### config.mk
export PLATFORM = sky130hd
export DESIGN_NAME = position_pid_with_deadband_core
export DESIGN_NICKNAME = d
export VERILOG_FILES = /design/src/hdl/ppid_pkg.sv /design/src/hdl/ppid_cfg.sv /design/src/hdl/ppid_law.sv /design/src/hdl/ppid_mac.sv /design/src/hdl/ppid_scale.sv /design/src/hdl/position_pid_with_deadband_core.sv
export SDC_FILE = /design/constraint.sdc
export NUM_CORES = 2
export LEC_CHECK = 0
export ABC_AREA = 1
export BUFFER_PORTS_ARGS = -buffer_cell sky130_fd_sc_hd__buf_2
export CAP_MARGIN = 20
export CORE_ASPECT_RATIO = 1.1
export CORE_UTILIZATION = 56
export CTS_CLUSTER_SIZE = 28
export DETAILED_ROUTE_END_ITERATION = 6
export GPL_ROUTABILITY_DRIVEN = 0
export PLACE_DENSITY_LB_ADDON = 0.05
export SYNTH_ARGS = -nofsm -noshare
export SYNTH_HDL_FRONTEND = slang
export SYNTH_HIERARCHICAL = 1
export SYNTH_SLANG_ARGS = --single-unit
export TNS_END_PERCENT = 10
### constraint.sdc
create_clock -name clk -period 5.55 [get_ports clk]
set_clock_uncertainty 0.1 [all_clocks]
set_input_delay 0.555 -clock clk [delete_from_list [all_inputs] [get_ports clk]]
set_output_delay 0.555 -clock clk [all_outputs]
set_load 0.005 [all_outputs]
### src/hdl/ppid_pkg.sv
// Package for the positional PID servo controller with deadband.
// Holds widths, register reset values, register indexes and the shared payload types.
// No dependencies.
package ppid_pkg;

    localparam int unsigned SCALE_DEF = 1000;

    localparam int POS_W      = 32;
    localparam int ERR_W      = 21;
    localparam int INT_W      = 31;
    localparam int DER_W      = 22;
    localparam int GAIN_W     = 16;
    localparam int EC_W       = 20;
    localparam int IC_W       = 30;
    localparam int DC_W       = 15;
    localparam int DZ_W       = 16;
    localparam int DRV_W      = 16;
    localparam int CFG_IDX_W  = 3;
    localparam int CFG_DATA_W = 30;
    localparam int PE_W       = GAIN_W + 1 + ERR_W;
    localparam int PI_W       = GAIN_W + 1 + INT_W;
    localparam int PD_W       = GAIN_W + 1 + DER_W;
    localparam int SUM_W      = 48;

    localparam logic [GAIN_W-1:0] GAIN_P_RST = GAIN_W'(250);
    localparam logic [GAIN_W-1:0] GAIN_I_RST = GAIN_W'(1);
    localparam logic [GAIN_W-1:0] GAIN_D_RST = GAIN_W'(80);
    localparam logic [EC_W-1:0]   ERR_CLAMP_RST = EC_W'(100000);
    localparam logic [IC_W-1:0]   INT_CLAMP_RST = IC_W'(200000);
    localparam logic [DC_W-1:0]   DRV_CLAMP_RST = DC_W'(999);
    localparam logic [DZ_W-1:0]   DEAD_ZONE_RST = DZ_W'(5);

    typedef enum logic [CFG_IDX_W-1:0] {
        REG_GAIN_P         = 3'd0,
        REG_GAIN_I         = 3'd1,
        REG_GAIN_D         = 3'd2,
        REG_ERROR_CLAMP    = 3'd3,
        REG_INTEGRAL_CLAMP = 3'd4,
        REG_DRIVE_CLAMP    = 3'd5,
        REG_DEAD_ZONE      = 3'd6
    } reg_idx_t;

    typedef struct packed {
        logic [GAIN_W-1:0] gain_p;
        logic [GAIN_W-1:0] gain_i;
        logic [GAIN_W-1:0] gain_d;
        logic [EC_W-1:0]   error_clamp;
        logic [IC_W-1:0]   integral_clamp;
        logic [DC_W-1:0]   drive_clamp;
        logic [DZ_W-1:0]   dead_zone;
    } cfg_t;

    typedef struct packed {
        logic                    zero;
        logic                    dz;
        logic signed [ERR_W-1:0] err;
        logic signed [INT_W-1:0] integ;
        logic signed [DER_W-1:0] deriv;
    } law_t;

    typedef struct packed {
        logic                    zero;
        logic                    dz;
        logic signed [SUM_W-1:0] sum;
    } sum_t;

endpackage

### src/hdl/ppid_cfg.sv
// Configuration register file of the PID controller.
// Depends on ppid_pkg for the register indexes, widths and reset values.
module ppid_cfg (
    input  logic                               clk,
    input  logic                               rst_n,
    input  logic                               cfg_valid,
    output logic                               cfg_ready,
    input  logic [ppid_pkg::CFG_IDX_W-1:0]     cfg_index,
    input  logic [ppid_pkg::CFG_DATA_W-1:0]    cfg_data,
    output ppid_pkg::cfg_t                     cfg
);

    ppid_pkg::cfg_t cfg_reg;
    ppid_pkg::cfg_t cfg_next;

    assign cfg_ready = 1'b1;
    assign cfg       = cfg_reg;

    always_comb
    begin
        cfg_next = cfg_reg;
        if (cfg_valid)
        begin
            case (ppid_pkg::reg_idx_t'(cfg_index))
                ppid_pkg::REG_GAIN_P:
                    cfg_next.gain_p = cfg_data[ppid_pkg::GAIN_W-1:0];
                ppid_pkg::REG_GAIN_I:
                    cfg_next.gain_i = cfg_data[ppid_pkg::GAIN_W-1:0];
                ppid_pkg::REG_GAIN_D:
                    cfg_next.gain_d = cfg_data[ppid_pkg::GAIN_W-1:0];
                ppid_pkg::REG_ERROR_CLAMP:
                    cfg_next.error_clamp = cfg_data[ppid_pkg::EC_W-1:0];
                ppid_pkg::REG_INTEGRAL_CLAMP:
                    cfg_next.integral_clamp = cfg_data[ppid_pkg::IC_W-1:0];
                ppid_pkg::REG_DRIVE_CLAMP:
                    cfg_next.drive_clamp = cfg_data[ppid_pkg::DC_W-1:0];
                ppid_pkg::REG_DEAD_ZONE:
                    cfg_next.dead_zone = cfg_data[ppid_pkg::DZ_W-1:0];
                default:
                    cfg_next = cfg_reg;
            endcase
        end
    end

    always_ff @(posedge clk or negedge rst_n)
    begin
        if (!rst_n)
        begin
            cfg_reg.gain_p         <= ppid_pkg::GAIN_P_RST;
            cfg_reg.gain_i         <= ppid_pkg::GAIN_I_RST;
            cfg_reg.gain_d         <= ppid_pkg::GAIN_D_RST;
            cfg_reg.error_clamp    <= ppid_pkg::ERR_CLAMP_RST;
            cfg_reg.integral_clamp <= ppid_pkg::INT_CLAMP_RST;
            cfg_reg.drive_clamp    <= ppid_pkg::DRV_CLAMP_RST;
            cfg_reg.dead_zone      <= ppid_pkg::DEAD_ZONE_RST;
        end
        else
        begin
            cfg_reg <= cfg_next;
        end
    end

endmodule

### src/hdl/ppid_law.sv
// Front of the PID pipeline: input register, error clamp, deadband test and history update.
// Depends on ppid_pkg for widths and the cfg_t and law_t types.
module ppid_law (
    input  logic                                clk,
    input  logic                                rst_n,
    input  ppid_pkg::cfg_t                      cfg,
    input  logic                                in_valid,
    output logic                                in_ready,
    input  logic                                in_action,
    input  logic signed [ppid_pkg::POS_W-1:0]   in_target,
    input  logic signed [ppid_pkg::POS_W-1:0]   in_measured,
    output logic                                out_valid,
    input  logic                                out_ready,
    output ppid_pkg::law_t                      out_data
);

    localparam int POS_W = ppid_pkg::POS_W;
    localparam int ERR_W = ppid_pkg::ERR_W;
    localparam int INT_W = ppid_pkg::INT_W;
    localparam int DER_W = ppid_pkg::DER_W;

    logic                    v0_reg;
    logic                    act0_reg;
    logic signed [POS_W-1:0] tgt0_reg;
    logic signed [POS_W-1:0] meas0_reg;
    logic                    rdy0;

    logic                    v1_reg;
    logic                    act1_reg;
    logic signed [ERR_W-1:0] err1_reg;
    logic signed [ERR_W-1:0] err1_next;
    logic                    rdy1;

    logic                    v2_reg;
    ppid_pkg::law_t          law_reg;
    ppid_pkg::law_t          law_next;
    logic                    rdy2;

    logic signed [INT_W-1:0] acc_reg;
    logic signed [INT_W-1:0] acc_next;
    logic signed [ERR_W-1:0] prev_reg;
    logic signed [ERR_W-1:0] prev_next;

    logic signed [POS_W:0]   diff;
    logic signed [POS_W:0]   ec_pos;
    logic [ERR_W-1:0]        err_abs;
    logic                    dz_hit;
    logic signed [INT_W:0]   isum;
    logic signed [INT_W:0]   ic_pos;
    logic signed [INT_W-1:0] integ_c;
    logic signed [DER_W-1:0] deriv;

    assign rdy0      = !v0_reg || rdy1;
    assign rdy1      = !v1_reg || rdy2;
    assign rdy2      = !v2_reg || out_ready;
    assign in_ready  = rdy0;
    assign out_valid = v2_reg;
    assign out_data  = law_reg;

    always_comb
    begin
        diff   = (POS_W+1)'(tgt0_reg) - (POS_W+1)'(meas0_reg);
        ec_pos = $signed((POS_W+1)'(cfg.error_clamp));
        if (diff > ec_pos)
        begin
            err1_next = ERR_W'(ec_pos);
        end
        else if (diff < -ec_pos)
        begin
            err1_next = ERR_W'(-ec_pos);
        end
        else
        begin
            err1_next = ERR_W'(diff);
        end
    end

    always_comb
    begin
        err_abs = err1_reg[ERR_W-1] ? ERR_W'(-err1_reg) : ERR_W'(err1_reg);
        dz_hit  = err_abs <= ERR_W'(cfg.dead_zone);
        isum    = (INT_W+1)'(acc_reg) + (INT_W+1)'(err1_reg);
        ic_pos  = $signed((INT_W+1)'(cfg.integral_clamp));
        if (isum > ic_pos)
        begin
            integ_c = INT_W'(ic_pos);
        end
        else if (isum < -ic_pos)
        begin
            integ_c = INT_W'(-ic_pos);
        end
        else
        begin
            integ_c = INT_W'(isum);
        end
        deriv = DER_W'(err1_reg) - DER_W'(prev_reg);

        law_next.zero  = act1_reg || dz_hit;
        law_next.dz    = !act1_reg && dz_hit;
        law_next.err   = err1_reg;
        law_next.integ = integ_c;
        law_next.deriv = deriv;

        if (act1_reg)
        begin
            acc_next  = '0;
            prev_next = '0;
        end
        else if (dz_hit)
        begin
            acc_next  = '0;
            prev_next = err1_reg;
        end
        else
        begin
            acc_next  = integ_c;
            prev_next = err1_reg;
        end
    end

    always_ff @(posedge clk or negedge rst_n)
    begin
        if (!rst_n)
        begin
            v0_reg   <= 1'b0;
            v1_reg   <= 1'b0;
            v2_reg   <= 1'b0;
            acc_reg  <= '0;
            prev_reg <= '0;
        end
        else
        begin
            if (rdy0)
            begin
                v0_reg <= in_valid;
            end
            if (rdy1)
            begin
                v1_reg <= v0_reg;
            end
            if (rdy2)
            begin
                v2_reg <= v1_reg;
            end
            if (v1_reg && rdy2)
            begin
                acc_reg  <= acc_next;
                prev_reg <= prev_next;
            end
        end
    end

    always_ff @(posedge clk)
    begin
        if (in_valid && rdy0)
        begin
            act0_reg  <= in_action;
            tgt0_reg  <= in_target;
            meas0_reg <= in_measured;
        end
        if (v0_reg && rdy1)
        begin
            act1_reg <= act0_reg;
            err1_reg <= err1_next;
        end
        if (v1_reg && rdy2)
        begin
            law_reg <= law_next;
        end
    end

`ifndef SYNTHESIS
    a_clear_history: assert property (@(posedge clk) disable iff (!rst_n)
        (v1_reg && rdy2 && act1_reg) |=> (acc_reg == '0 && prev_reg == '0))
        else $error("History not cleared after a clear request.");

    a_deadband_history: assert property (@(posedge clk) disable iff (!rst_n)
        (v1_reg && rdy2 && !act1_reg && dz_hit)
        |=> (acc_reg == '0 && prev_reg == $past(err1_reg)))
        else $error("Deadband request did not reset the integral and keep the error.");

    a_history_holds: assert property (@(posedge clk) disable iff (!rst_n)
        !(v1_reg && rdy2) |=> ($stable(acc_reg) && $stable(prev_reg)))
        else $error("History changed without a request entering the update stage.");

    a_result_zero: assert property (@(posedge clk) disable iff (!rst_n)
        (v1_reg && rdy2 && act1_reg) |=> (v2_reg && law_reg.zero && !law_reg.dz))
        else $error("Clear request not marked for a zero drive.");
`endif

endmodule

### src/hdl/ppid_mac.sv
// Gain multiplications and sum of the three PID terms, two pipeline stages.
// Depends on ppid_pkg for widths and the cfg_t, law_t and sum_t types.
module ppid_mac (
    input  logic           clk,
    input  logic           rst_n,
    input  ppid_pkg::cfg_t cfg,
    input  logic           in_valid,
    output logic           in_ready,
    input  ppid_pkg::law_t in_data,
    output logic           out_valid,
    input  logic           out_ready,
    output ppid_pkg::sum_t out_data
);

    localparam int PE_W  = ppid_pkg::PE_W;
    localparam int PI_W  = ppid_pkg::PI_W;
    localparam int PD_W  = ppid_pkg::PD_W;
    localparam int SUM_W = ppid_pkg::SUM_W;

    logic                   vp_reg;
    logic                   zp_reg;
    logic                   dzp_reg;
    logic signed [PE_W-1:0] pe_reg;
    logic signed [PI_W-1:0] pi_reg;
    logic signed [PD_W-1:0] pd_reg;
    logic signed [PE_W-1:0] pe_next;
    logic signed [PI_W-1:0] pi_next;
    logic signed [PD_W-1:0] pd_next;
    logic                   rdyp;

    logic                   vs_reg;
    ppid_pkg::sum_t         sum_reg;
    ppid_pkg::sum_t         sum_next;
    logic                   rdys;

    assign rdyp      = !vp_reg || rdys;
    assign rdys      = !vs_reg || out_ready;
    assign in_ready  = rdyp;
    assign out_valid = vs_reg;
    assign out_data  = sum_reg;

    always_comb
    begin
        pe_next = $signed({1'b0, cfg.gain_p}) * in_data.err;
        pi_next = $signed({1'b0, cfg.gain_i}) * in_data.integ;
        pd_next = $signed({1'b0, cfg.gain_d}) * in_data.deriv;

        sum_next.zero = zp_reg;
        sum_next.dz   = dzp_reg;
        sum_next.sum  = SUM_W'(pe_reg) + SUM_W'(pi_reg) + SUM_W'(pd_reg);
    end

    always_ff @(posedge clk or negedge rst_n)
    begin
        if (!rst_n)
        begin
            vp_reg <= 1'b0;
            vs_reg <= 1'b0;
        end
        else
        begin
            if (rdyp)
            begin
                vp_reg <= in_valid;
            end
            if (rdys)
            begin
                vs_reg <= vp_reg;
            end
        end
    end

    always_ff @(posedge clk)
    begin
        if (in_valid && rdyp)
        begin
            zp_reg  <= in_data.zero;
            dzp_reg <= in_data.dz;
            pe_reg  <= pe_next;
            pi_reg  <= pi_next;
            pd_reg  <= pd_next;
        end
        if (vp_reg && rdys)
        begin
            sum_reg <= sum_next;
        end
    end

endmodule

### src/hdl/ppid_scale.sv
// Division of the PID sum by SCALE, truncating toward zero, and the drive clamp.
// Uses a reciprocal multiply with one correction step; depends on ppid_pkg.
module ppid_scale #(
    parameter int unsigned SCALE = ppid_pkg::SCALE_DEF
) (
    input  logic                               clk,
    input  logic                               rst_n,
    input  logic [ppid_pkg::DC_W-1:0]          drive_clamp,
    input  logic                               in_valid,
    output logic                               in_ready,
    input  ppid_pkg::sum_t                     in_data,
    output logic                               out_valid,
    input  logic                               out_ready,
    output logic signed [ppid_pkg::DRV_W-1:0]  out_drive,
    output logic                               out_dz
);

    localparam int SUM_W   = ppid_pkg::SUM_W;
    localparam int DC_W    = ppid_pkg::DC_W;
    localparam int DRV_W   = ppid_pkg::DRV_W;
    localparam int SCALE_W = $clog2(SCALE + 1);
    localparam int X_W     = $clog2(SCALE) + DC_W;
    localparam int PR_W    = 2 * X_W + 1;

    localparam logic [SUM_W-1:0]   SAT_LIM = SUM_W'(64'(SCALE) << DC_W);
    localparam logic [X_W:0]       RECIP   = (X_W+1)'((64'd1 << X_W) / SCALE);
    localparam logic [SCALE_W-1:0] SCALE_V = SCALE_W'(SCALE);
    localparam logic [X_W-1:0]     SCALE_X = X_W'(SCALE);

    typedef struct packed {
        logic zero;
        logic dz;
        logic neg;
        logic sat;
    } sflag_t;

    logic                  ve_reg;
    sflag_t                fe_reg;
    sflag_t                fe_next;
    logic [X_W-1:0]        xe_reg;
    logic [SUM_W-1:0]      mag;
    logic                  rdye;

    logic                  vf_reg;
    sflag_t                ff_reg;
    logic [X_W-1:0]        xf_reg;
    logic [DC_W-1:0]       q0f_reg;
    logic [PR_W-1:0]       prod;
    logic                  rdyf;

    logic                  vg_reg;
    sflag_t                fg_reg;
    logic [X_W-1:0]        xg_reg;
    logic [DC_W-1:0]       q0g_reg;
    logic [X_W-1:0]        pg_reg;
    logic [X_W-1:0]        pg_next;
    logic                  rdyg;

    logic                  vo_reg;
    logic signed [DRV_W-1:0] drive_reg;
    logic signed [DRV_W-1:0] drive_next;
    logic                  dz_reg;
    logic [X_W-1:0]        rem;
    logic [DC_W:0]         quot;
    logic [DC_W-1:0]       dmag;
    logic                  rdyo;

    assign rdye      = !ve_reg || rdyf;
    assign rdyf      = !vf_reg || rdyg;
    assign rdyg      = !vg_reg || rdyo;
    assign rdyo      = !vo_reg || out_ready;
    assign in_ready  = rdye;
    assign out_valid = vo_reg;
    assign out_drive = drive_reg;
    assign out_dz    = dz_reg;

    always_comb
    begin
        mag          = in_data.sum[SUM_W-1] ? SUM_W'(-in_data.sum) : SUM_W'(in_data.sum);
        fe_next.zero = in_data.zero;
        fe_next.dz   = in_data.dz;
        fe_next.neg  = in_data.sum[SUM_W-1];
        fe_next.sat  = mag >= SAT_LIM;
    end

    always_comb
    begin
        prod    = PR_W'(xe_reg) * PR_W'(RECIP);
        pg_next = X_W'(q0f_reg * SCALE_V);
    end

    always_comb
    begin
        rem  = xg_reg - pg_reg;
        quot = (DC_W+1)'(q0g_reg) + (DC_W+1)'(rem >= SCALE_X);
        if (fg_reg.sat || (quot > (DC_W+1)'(drive_clamp)))
        begin
            dmag = drive_clamp;
        end
        else
        begin
            dmag = DC_W'(quot);
        end
        if (fg_reg.zero)
        begin
            drive_next = '0;
        end
        else if (fg_reg.neg)
        begin
            drive_next = -$signed(DRV_W'(dmag));
        end
        else
        begin
            drive_next = $signed(DRV_W'(dmag));
        end
    end

    always_ff @(posedge clk or negedge rst_n)
    begin
        if (!rst_n)
        begin
            ve_reg <= 1'b0;
            vf_reg <= 1'b0;
            vg_reg <= 1'b0;
            vo_reg <= 1'b0;
        end
        else
        begin
            if (rdye)
            begin
                ve_reg <= in_valid;
            end
            if (rdyf)
            begin
                vf_reg <= ve_reg;
            end
            if (rdyg)
            begin
                vg_reg <= vf_reg;
            end
            if (rdyo)
            begin
                vo_reg <= vg_reg;
            end
        end
    end

    always_ff @(posedge clk)
    begin
        if (in_valid && rdye)
        begin
            fe_reg <= fe_next;
            xe_reg <= X_W'(mag);
        end
        if (ve_reg && rdyf)
        begin
            ff_reg  <= fe_reg;
            xf_reg  <= xe_reg;
            q0f_reg <= prod[X_W +: DC_W];
        end
        if (vf_reg && rdyg)
        begin
            fg_reg  <= ff_reg;
            xg_reg  <= xf_reg;
            q0g_reg <= q0f_reg;
            pg_reg  <= pg_next;
        end
        if (vg_reg && rdyo)
        begin
            drive_reg <= drive_next;
            dz_reg    <= fg_reg.dz;
        end
    end

endmodule

### src/hdl/position_pid_with_deadband_core.sv
// Positional PID servo controller with error clamp, deadband and integral anti-windup.
// Top level: joins ppid_cfg, ppid_law, ppid_mac and ppid_scale; depends on ppid_pkg.
//
// Usage. Each request on the slave channel is a clear (s_tuser high) or an update with a
// target and a measured position in s_tdata. Every request gives exactly one result on the
// master channel: the drive in m_tdata and the deadband flag in m_tuser. A clear empties
// the integral and the stored error and returns a drive of zero.
// The pipeline has nine register stages. One request is accepted in every cycle as long
// as the receiver does not hold m_tready low while all stages are occupied; the
// integral and the stored error are updated in a single stage, so consecutive requests
// see each other's history without gaps. The gain products and the division by SCALE,
// a reciprocal multiply with one correction, are spread over the later stages.
// When the receiver holds m_tready low, each stage keeps its request and empty stages
// still fill, so s_tready falls only when all nine stages are occupied.
// The configuration channel is always ready and should be written only while no request
// is in flight. Reset clears all stages, the history and the registers to their defaults.
module position_pid_with_deadband_core #(
    parameter int unsigned SCALE = ppid_pkg::SCALE_DEF
) (
    input  logic                               clk,
    input  logic                               rst_n,
    input  logic                               s_tvalid,
    output logic                               s_tready,
    input  logic [63:0]                        s_tdata,    // target_pos, measured_pos
    input  logic                               s_tuser,    // action
    output logic                               m_tvalid,
    input  logic                               m_tready,
    output logic [15:0]                        m_tdata,    // drive
    output logic                               m_tuser,    // in_dead_zone
    input  logic                               cfg_valid,
    output logic                               cfg_ready,
    input  logic [ppid_pkg::CFG_IDX_W-1:0]     cfg_index,
    input  logic [ppid_pkg::CFG_DATA_W-1:0]    cfg_data
);

    localparam int POS_W = ppid_pkg::POS_W;

    ppid_pkg::cfg_t               cfg;
    logic                         law_valid;
    logic                         law_ready;
    ppid_pkg::law_t               law_data;
    logic                         sum_valid;
    logic                         sum_ready;
    ppid_pkg::sum_t               sum_data;
    logic signed [ppid_pkg::DRV_W-1:0] drive;

    assign m_tdata = drive;

    ppid_cfg u_cfg (
        .clk       (clk),
        .rst_n     (rst_n),
        .cfg_valid (cfg_valid),
        .cfg_ready (cfg_ready),
        .cfg_index (cfg_index),
        .cfg_data  (cfg_data),
        .cfg       (cfg)
    );

    ppid_law u_law (
        .clk         (clk),
        .rst_n       (rst_n),
        .cfg         (cfg),
        .in_valid    (s_tvalid),
        .in_ready    (s_tready),
        .in_action   (s_tuser),
        .in_target   ($signed(s_tdata[POS_W-1:0])),
        .in_measured ($signed(s_tdata[2*POS_W-1:POS_W])),
        .out_valid   (law_valid),
        .out_ready   (law_ready),
        .out_data    (law_data)
    );

    ppid_mac u_mac (
        .clk       (clk),
        .rst_n     (rst_n),
        .cfg       (cfg),
        .in_valid  (law_valid),
        .in_ready  (law_ready),
        .in_data   (law_data),
        .out_valid (sum_valid),
        .out_ready (sum_ready),
        .out_data  (sum_data)
    );

    ppid_scale #(
        .SCALE (SCALE)
    ) u_scale (
        .clk         (clk),
        .rst_n       (rst_n),
        .drive_clamp (cfg.drive_clamp),
        .in_valid    (sum_valid),
        .in_ready    (sum_ready),
        .in_data     (sum_data),
        .out_valid   (m_tvalid),
        .out_ready   (m_tready),
        .out_drive   (drive),
        .out_dz      (m_tuser)
    );

endmodule
# Yosys cells after proc, flatten, opt, wreduce, memory -nomap -nowiden
# Cells that the tools add are included.
# op_classes
addsub	12
n_mul	5
div	0
order_cmp	8
eq_ne	6
shift	0
n_mux	11
bitwise	1
reduce_logical	40
# ops
cell	count
31-bit 2-to-1 mux	4
21-bit 2-to-1 mux	3
38-bit by 48-bit adder with 48-bit output	1
48-bit by 39-bit adder with 48-bit output	1
48-bit by 25-bit greater-or-equal comparator with 1-bit output (second input constant)	1
17-bit by 31-bit multiplier with 48-bit output	1
48-bit 2-to-1 mux	1
48-bit negation	1
17-bit by 22-bit multiplier with 39-bit output	1
25-bit by 15-bit multiplier with 39-bit output (second input constant)	1
17-bit by 21-bit multiplier with 38-bit output	1
33-bit by 21-bit greater-than comparator with 1-bit output	1
33-bit less-than comparator	1
20-bit negation with 33-bit output	1
32-bit by 32-bit subtractor with 33-bit output	1
31-bit by 21-bit adder with 32-bit output	1
32-bit by 31-bit greater-than comparator with 1-bit output	1
32-bit less-than comparator	1
30-bit negation with 32-bit output	1
15-bit 2-to-1 mux	2
25-bit by 10-bit greater-or-equal comparator with 1-bit output (second input constant)	1
25-bit subtractor	1
15-bit by 7-bit multiplier with 22-bit output (second input constant)	1
21-bit by 21-bit subtractor with 22-bit output	1
16 further kinds	53
# word_totals
ff_bits	686
latch_bits	0
ram_bits	0
mem_bits_ro	0
out_inout_bits	20
memories	0

# Longest topological paths before layout
# logic_depth
word_depth	11
ltp_mapped	44
depth_no_buf	44

# Modules after synthesis
# Netlist, hierarchy kept.
# by_module_without_submodules
module	instances	cells_per_inst	area_each_um2	seq_area_each_um2
ppid_mac	1	7656	57531.4	5365.1
ppid_law	1	2301	18021.0	6271.0
ppid_scale	1	1854	16434.5	4724.5
ppid_cfg	1	572	5092.4	3266.9

# Worst setup path before layout
# OpenSTA, ideal clock, no wires.
# synth_path
path_kind	flip-flop to flip-flop
start	register u_law.law_reg, in the netlist u_law/out_data[52]
end	register u_mac.pi_reg[47] (data pin)
arrival_time_ns	5.768
slack_ns	-0.572
stages_incl_launch_ff	21
n_path_buf	2
path_cell_list	edfxtp_1 > clkbuf_1 > clkbuf_1 > nand2_1 > fa_1 > inv_1 > fa_1 > fa_1 > fa_1 > fa_1 > inv_1 > fa_1 > inv_1 > ha_1 > nand2_1 > nor2_1 > inv_1 > nor3_1 > nand3_1 > nand4_1 > nand2_1
# synth_between
elab_chain_cells	1
# synth_rtl
item	line_no	rtl
start, declared	ppid_law.sv:35	ppid_pkg::law_t law_reg;
start signal, assigned	ppid_law.sv:168	law_reg <= law_next;
17-bit by 31-bit multiplier with 48-bit output	ppid_mac.sv:45	pi_next = $signed({1'b0, cfg.gain_i}) * in_data.integ;
named net u_mac.pi_next[47]	ppid_mac.sv:27	logic signed [PI_W-1:0] pi_next;
end signal, assigned	ppid_mac.sv:80	pi_reg <= pi_next;
end, declared	ppid_mac.sv:24	logic signed [PI_W-1:0] pi_reg;
# The timed path passes the listed nets, and every way through them passes these cells.
# A chain may end at the register's enable or synchronous reset.

# Worst setup path in the final report
# layout_path
start	register u_law.law_reg, in the netlist u_law/out_data[52]
end	register u_mac.pi_reg[46] (data pin)
# Same word-level chain as after synthesis.

==> results_dict.tcl <==
set metrics [dict create \
    cts.reportedPaths.clkPinSlew_ps 60 \
    reg2reg_to "u_mac/pi_reg[46]" \
    hold_start "cfg_index[2]" \
    clock.fmax_mhz 170 \
    synth.area.top_cells "fa_1, edfxtp_1, nand2_1, inv_1, ha_1" \
    whs_path_depth 4 \
    rrSetupSlack_ps -330 \
    cts_root_buf "clkbuf_16" \
    cp_num_buf_inv 7 \
    relSlewSlack_pct 26.1 \
    grt_max_degree 118 \
    cts_sinks 684 \
    tightest_slew_ps 1110 \
    port_buffers 121 \
    hold_viol_final 0 \
    num_rows 159 \
    slowest_stage "fa_1" \
    async_reset_ff_share_pct 27.8 \
    cts_buffer_depth 3 \
    reg2reg_depth 21 \
    grt_pass1_wl_um 453000 \
    arrival_ps 6230 \
    synth_area_um2 97100 \
    hpwlAfterDp_um 233000 \
    timing.final.ws_setup_ps -325 \
    ys_ff_latch 684 \
    drcViolationCount 0 \
    start_util_pct 56.6 \
    end_kind "register" \
    synth_top_flop_cell "edfxtp_1" \
    synth-edff-count 494 \
    synth_cell_types 65 \
    areaGrowthSynthToFinish_pct 17.0 \
    syn_area_per_cell_um2 7.84 \
    yosys_warnings 6 \
    synth_top_area_share_pct 27.2 \
    dpl-instance-area_um2 107000 \
    overflow 0 \
    cpMostUsedCell "fa_1" \
    wirelength_um 285000 \
    die_h_um 439 \
    r2r-start "u_law/out_data[52]" \
    cts_tree "yes" \
    stdcell_area_um2 114000 \
    die_area_um2 175000 \
    via_per_inst 5.24 \
    avgRoutedWirePerCell_um 18.3 \
    nNetsFinal 15500 \
    critical_path.top_delay_family "adder cells" \
    htree_num_levels 3 \
    synth_seq_area_share_pct 20.2 \
    final_antenna_net_count 0 \
    path_cells "buf_6 > nand2_1 > inv_2 > fa_1 > fa_2 > buf_4 > buf_4 > fa_1 > inv_2 > fa_1 > fa_1 > fa_1 > inv_1 > ha_4 > nand2_1 > nor3_2 > nand2_1 > inv_1 > nand3_1 > nand4_1 > nand2_1" \
    grt_usage_pct 33.3 \
    critPathLaunchType "register" \
    slew_viol_final 0 \
    syn-instance-count 12400 \
    final_layout_size_suffix_gt1_share_pct 14.3 \
    grt_pass1_vias 85100 \
    whs_endpoint "u_cfg/cfg[87]" \
    core_area_um2 171000 \
    insertion_delay_ps 750 \
    syn-num-nets 14600 \
    drt_iter0_drc 5723 \
    status "finished, violations left" \
    rsz0062_at_grt "true" \
    drtPass1Iterations 6 \
    die_w_um 399 \
    violations "setup timing" \
    worst-setup-path-type "register to register" \
    vias 81400 \
    worstPathMaxFanout 9 \
    yosysTopAreaCell "fa_1" \
    required_ps 5910 \
    antenna_found_initial 3 \
    min_period_over_period_pct 106 \
    finalCriticalPeriod_ps 5880 \
    cts_made_buffers 79 \
    pin_count 123 \
    largest_register_ffs 129 \
    max-cap-violations 0 \
    max_stage_delay_ps 580 \
    hold_path.class "input port to register" \
    setup_viol 90 \
    fill_cells 14500 \
]
-- cells in the mapped netlist (all sizes together) (17+ instances only) --
cell    number
nand3b      28
ha         829
o21bai      33
nor4        22
xnor2       70
a21oi      361
inv       3224
nor2       594
edfxtp     494
clkbuf     279
nand2     3583
nand4       93
buf         61
and2        29
fa        1317
o21ai      200
dfstp       31
a21o        32
nand3      509
nor3        92
dfrtp      159
o211ai      17
xor2       246
-- worst max-delay path by stage --
stage                             from  depth (start not counted)                    end
detailed placement  u_scale/q0g_reg[1]                         39  u_scale/out_drive[10]
global placement    u_scale/q0g_reg[1]                         41  u_scale/out_drive[13]
global route        u_law/out_data[52]                         21       u_mac/pi_reg[46]
CTS                 u_law/out_data[52]                         23       u_mac/pi_reg[46]
floorplan               u_cfg/cfg[110]                         24       u_mac/pi_reg[47]
finish              u_law/out_data[52]                         21       u_mac/pi_reg[46]
-- area by class of cell --
type	instances	area, um2	share of cell area (%)
Antenna cell	1	2.50	0.00220
Clock buffer	98	2080	1.83
Clock inverter	50	562	0.495
Inverter	3226	12100	10.7
Multi-Input combinational cell	8133	66800	58.9
Sequential cell	684	19600	17.3
Tap cell	2254	2820	2.48
Timing Repair Buffer	1090	9500	8.37
-- kinds of logic (layout without fill, tap and decap cells) --
group                    after synthesis  after routing  share of synthesized area [%]
adder cells (fa/ha/maj)             2146           2146                           37.8
XOR/XNOR                             316            316                           2.87
other                                  1              2                        0.00386
AO/OA/AOI/OAI                        699            699                           4.00
buffers and inverters               3566           4464                           13.9
AND/OR/NAND/NOR                     4971           4971                           21.2
flip-flops                           684            684                           20.2
-- per-stage QoR --
stage	util, %	setup TNS [ps]	hold slack, ps	setup slack [ps]	std cells
floorplan	-	-186	159	-53.0	12400
global placement	62.1	-37900	303	-685	15200
detailed placement	62.1	-41640	305	-750	15200
CTS	65.5	-13420	11.5	-275	15500
global route	66.2	-35310	60.9	-540	15500
finish	66.2	-14710	71.4	-325	15500
-- cell usage in the layout (no fill, tap or decap), drive strengths merged, types with 92 or more instances in the layout --
cell type and count:
edfxtp 494, xor2 246, a21oi 361, clkbuf 99, ha 829, inv 3229
o21ai 200, nor2 594, nand4 93, nor3 92, dfrtp 159, fa 1317
nand3 509, nand2 3583, buf 1007
-- tightest hold or removal path: stages --
cell and delay, ps:
buf_2 130, nor2_4 90, nand3_1 70, nand2_1 50
-- routing by layer --
metal | global-route usage (%) | routed length (um)
met1 | 40.4 | 111000
met2 | 56.8 | 138000
met3 | 5.04 | 18500
met4 | 17.8 | 17500
met5 | 0 | 13
-- timing repair --
item | CTS | global route
cloned | 1 | 0
pin swaps | 113 | 180
hold endpoints to repair | 156 | 0
setup endpoints to repair | 105 | 124
resized for setup | 410 | 299
setup buffers | 44 | 24
hold buffers | 82 | 0
Power is left out: the tool's default activity adds up to more than one toggle a clock period on the data nets, which glitch-free logic cannot reach.
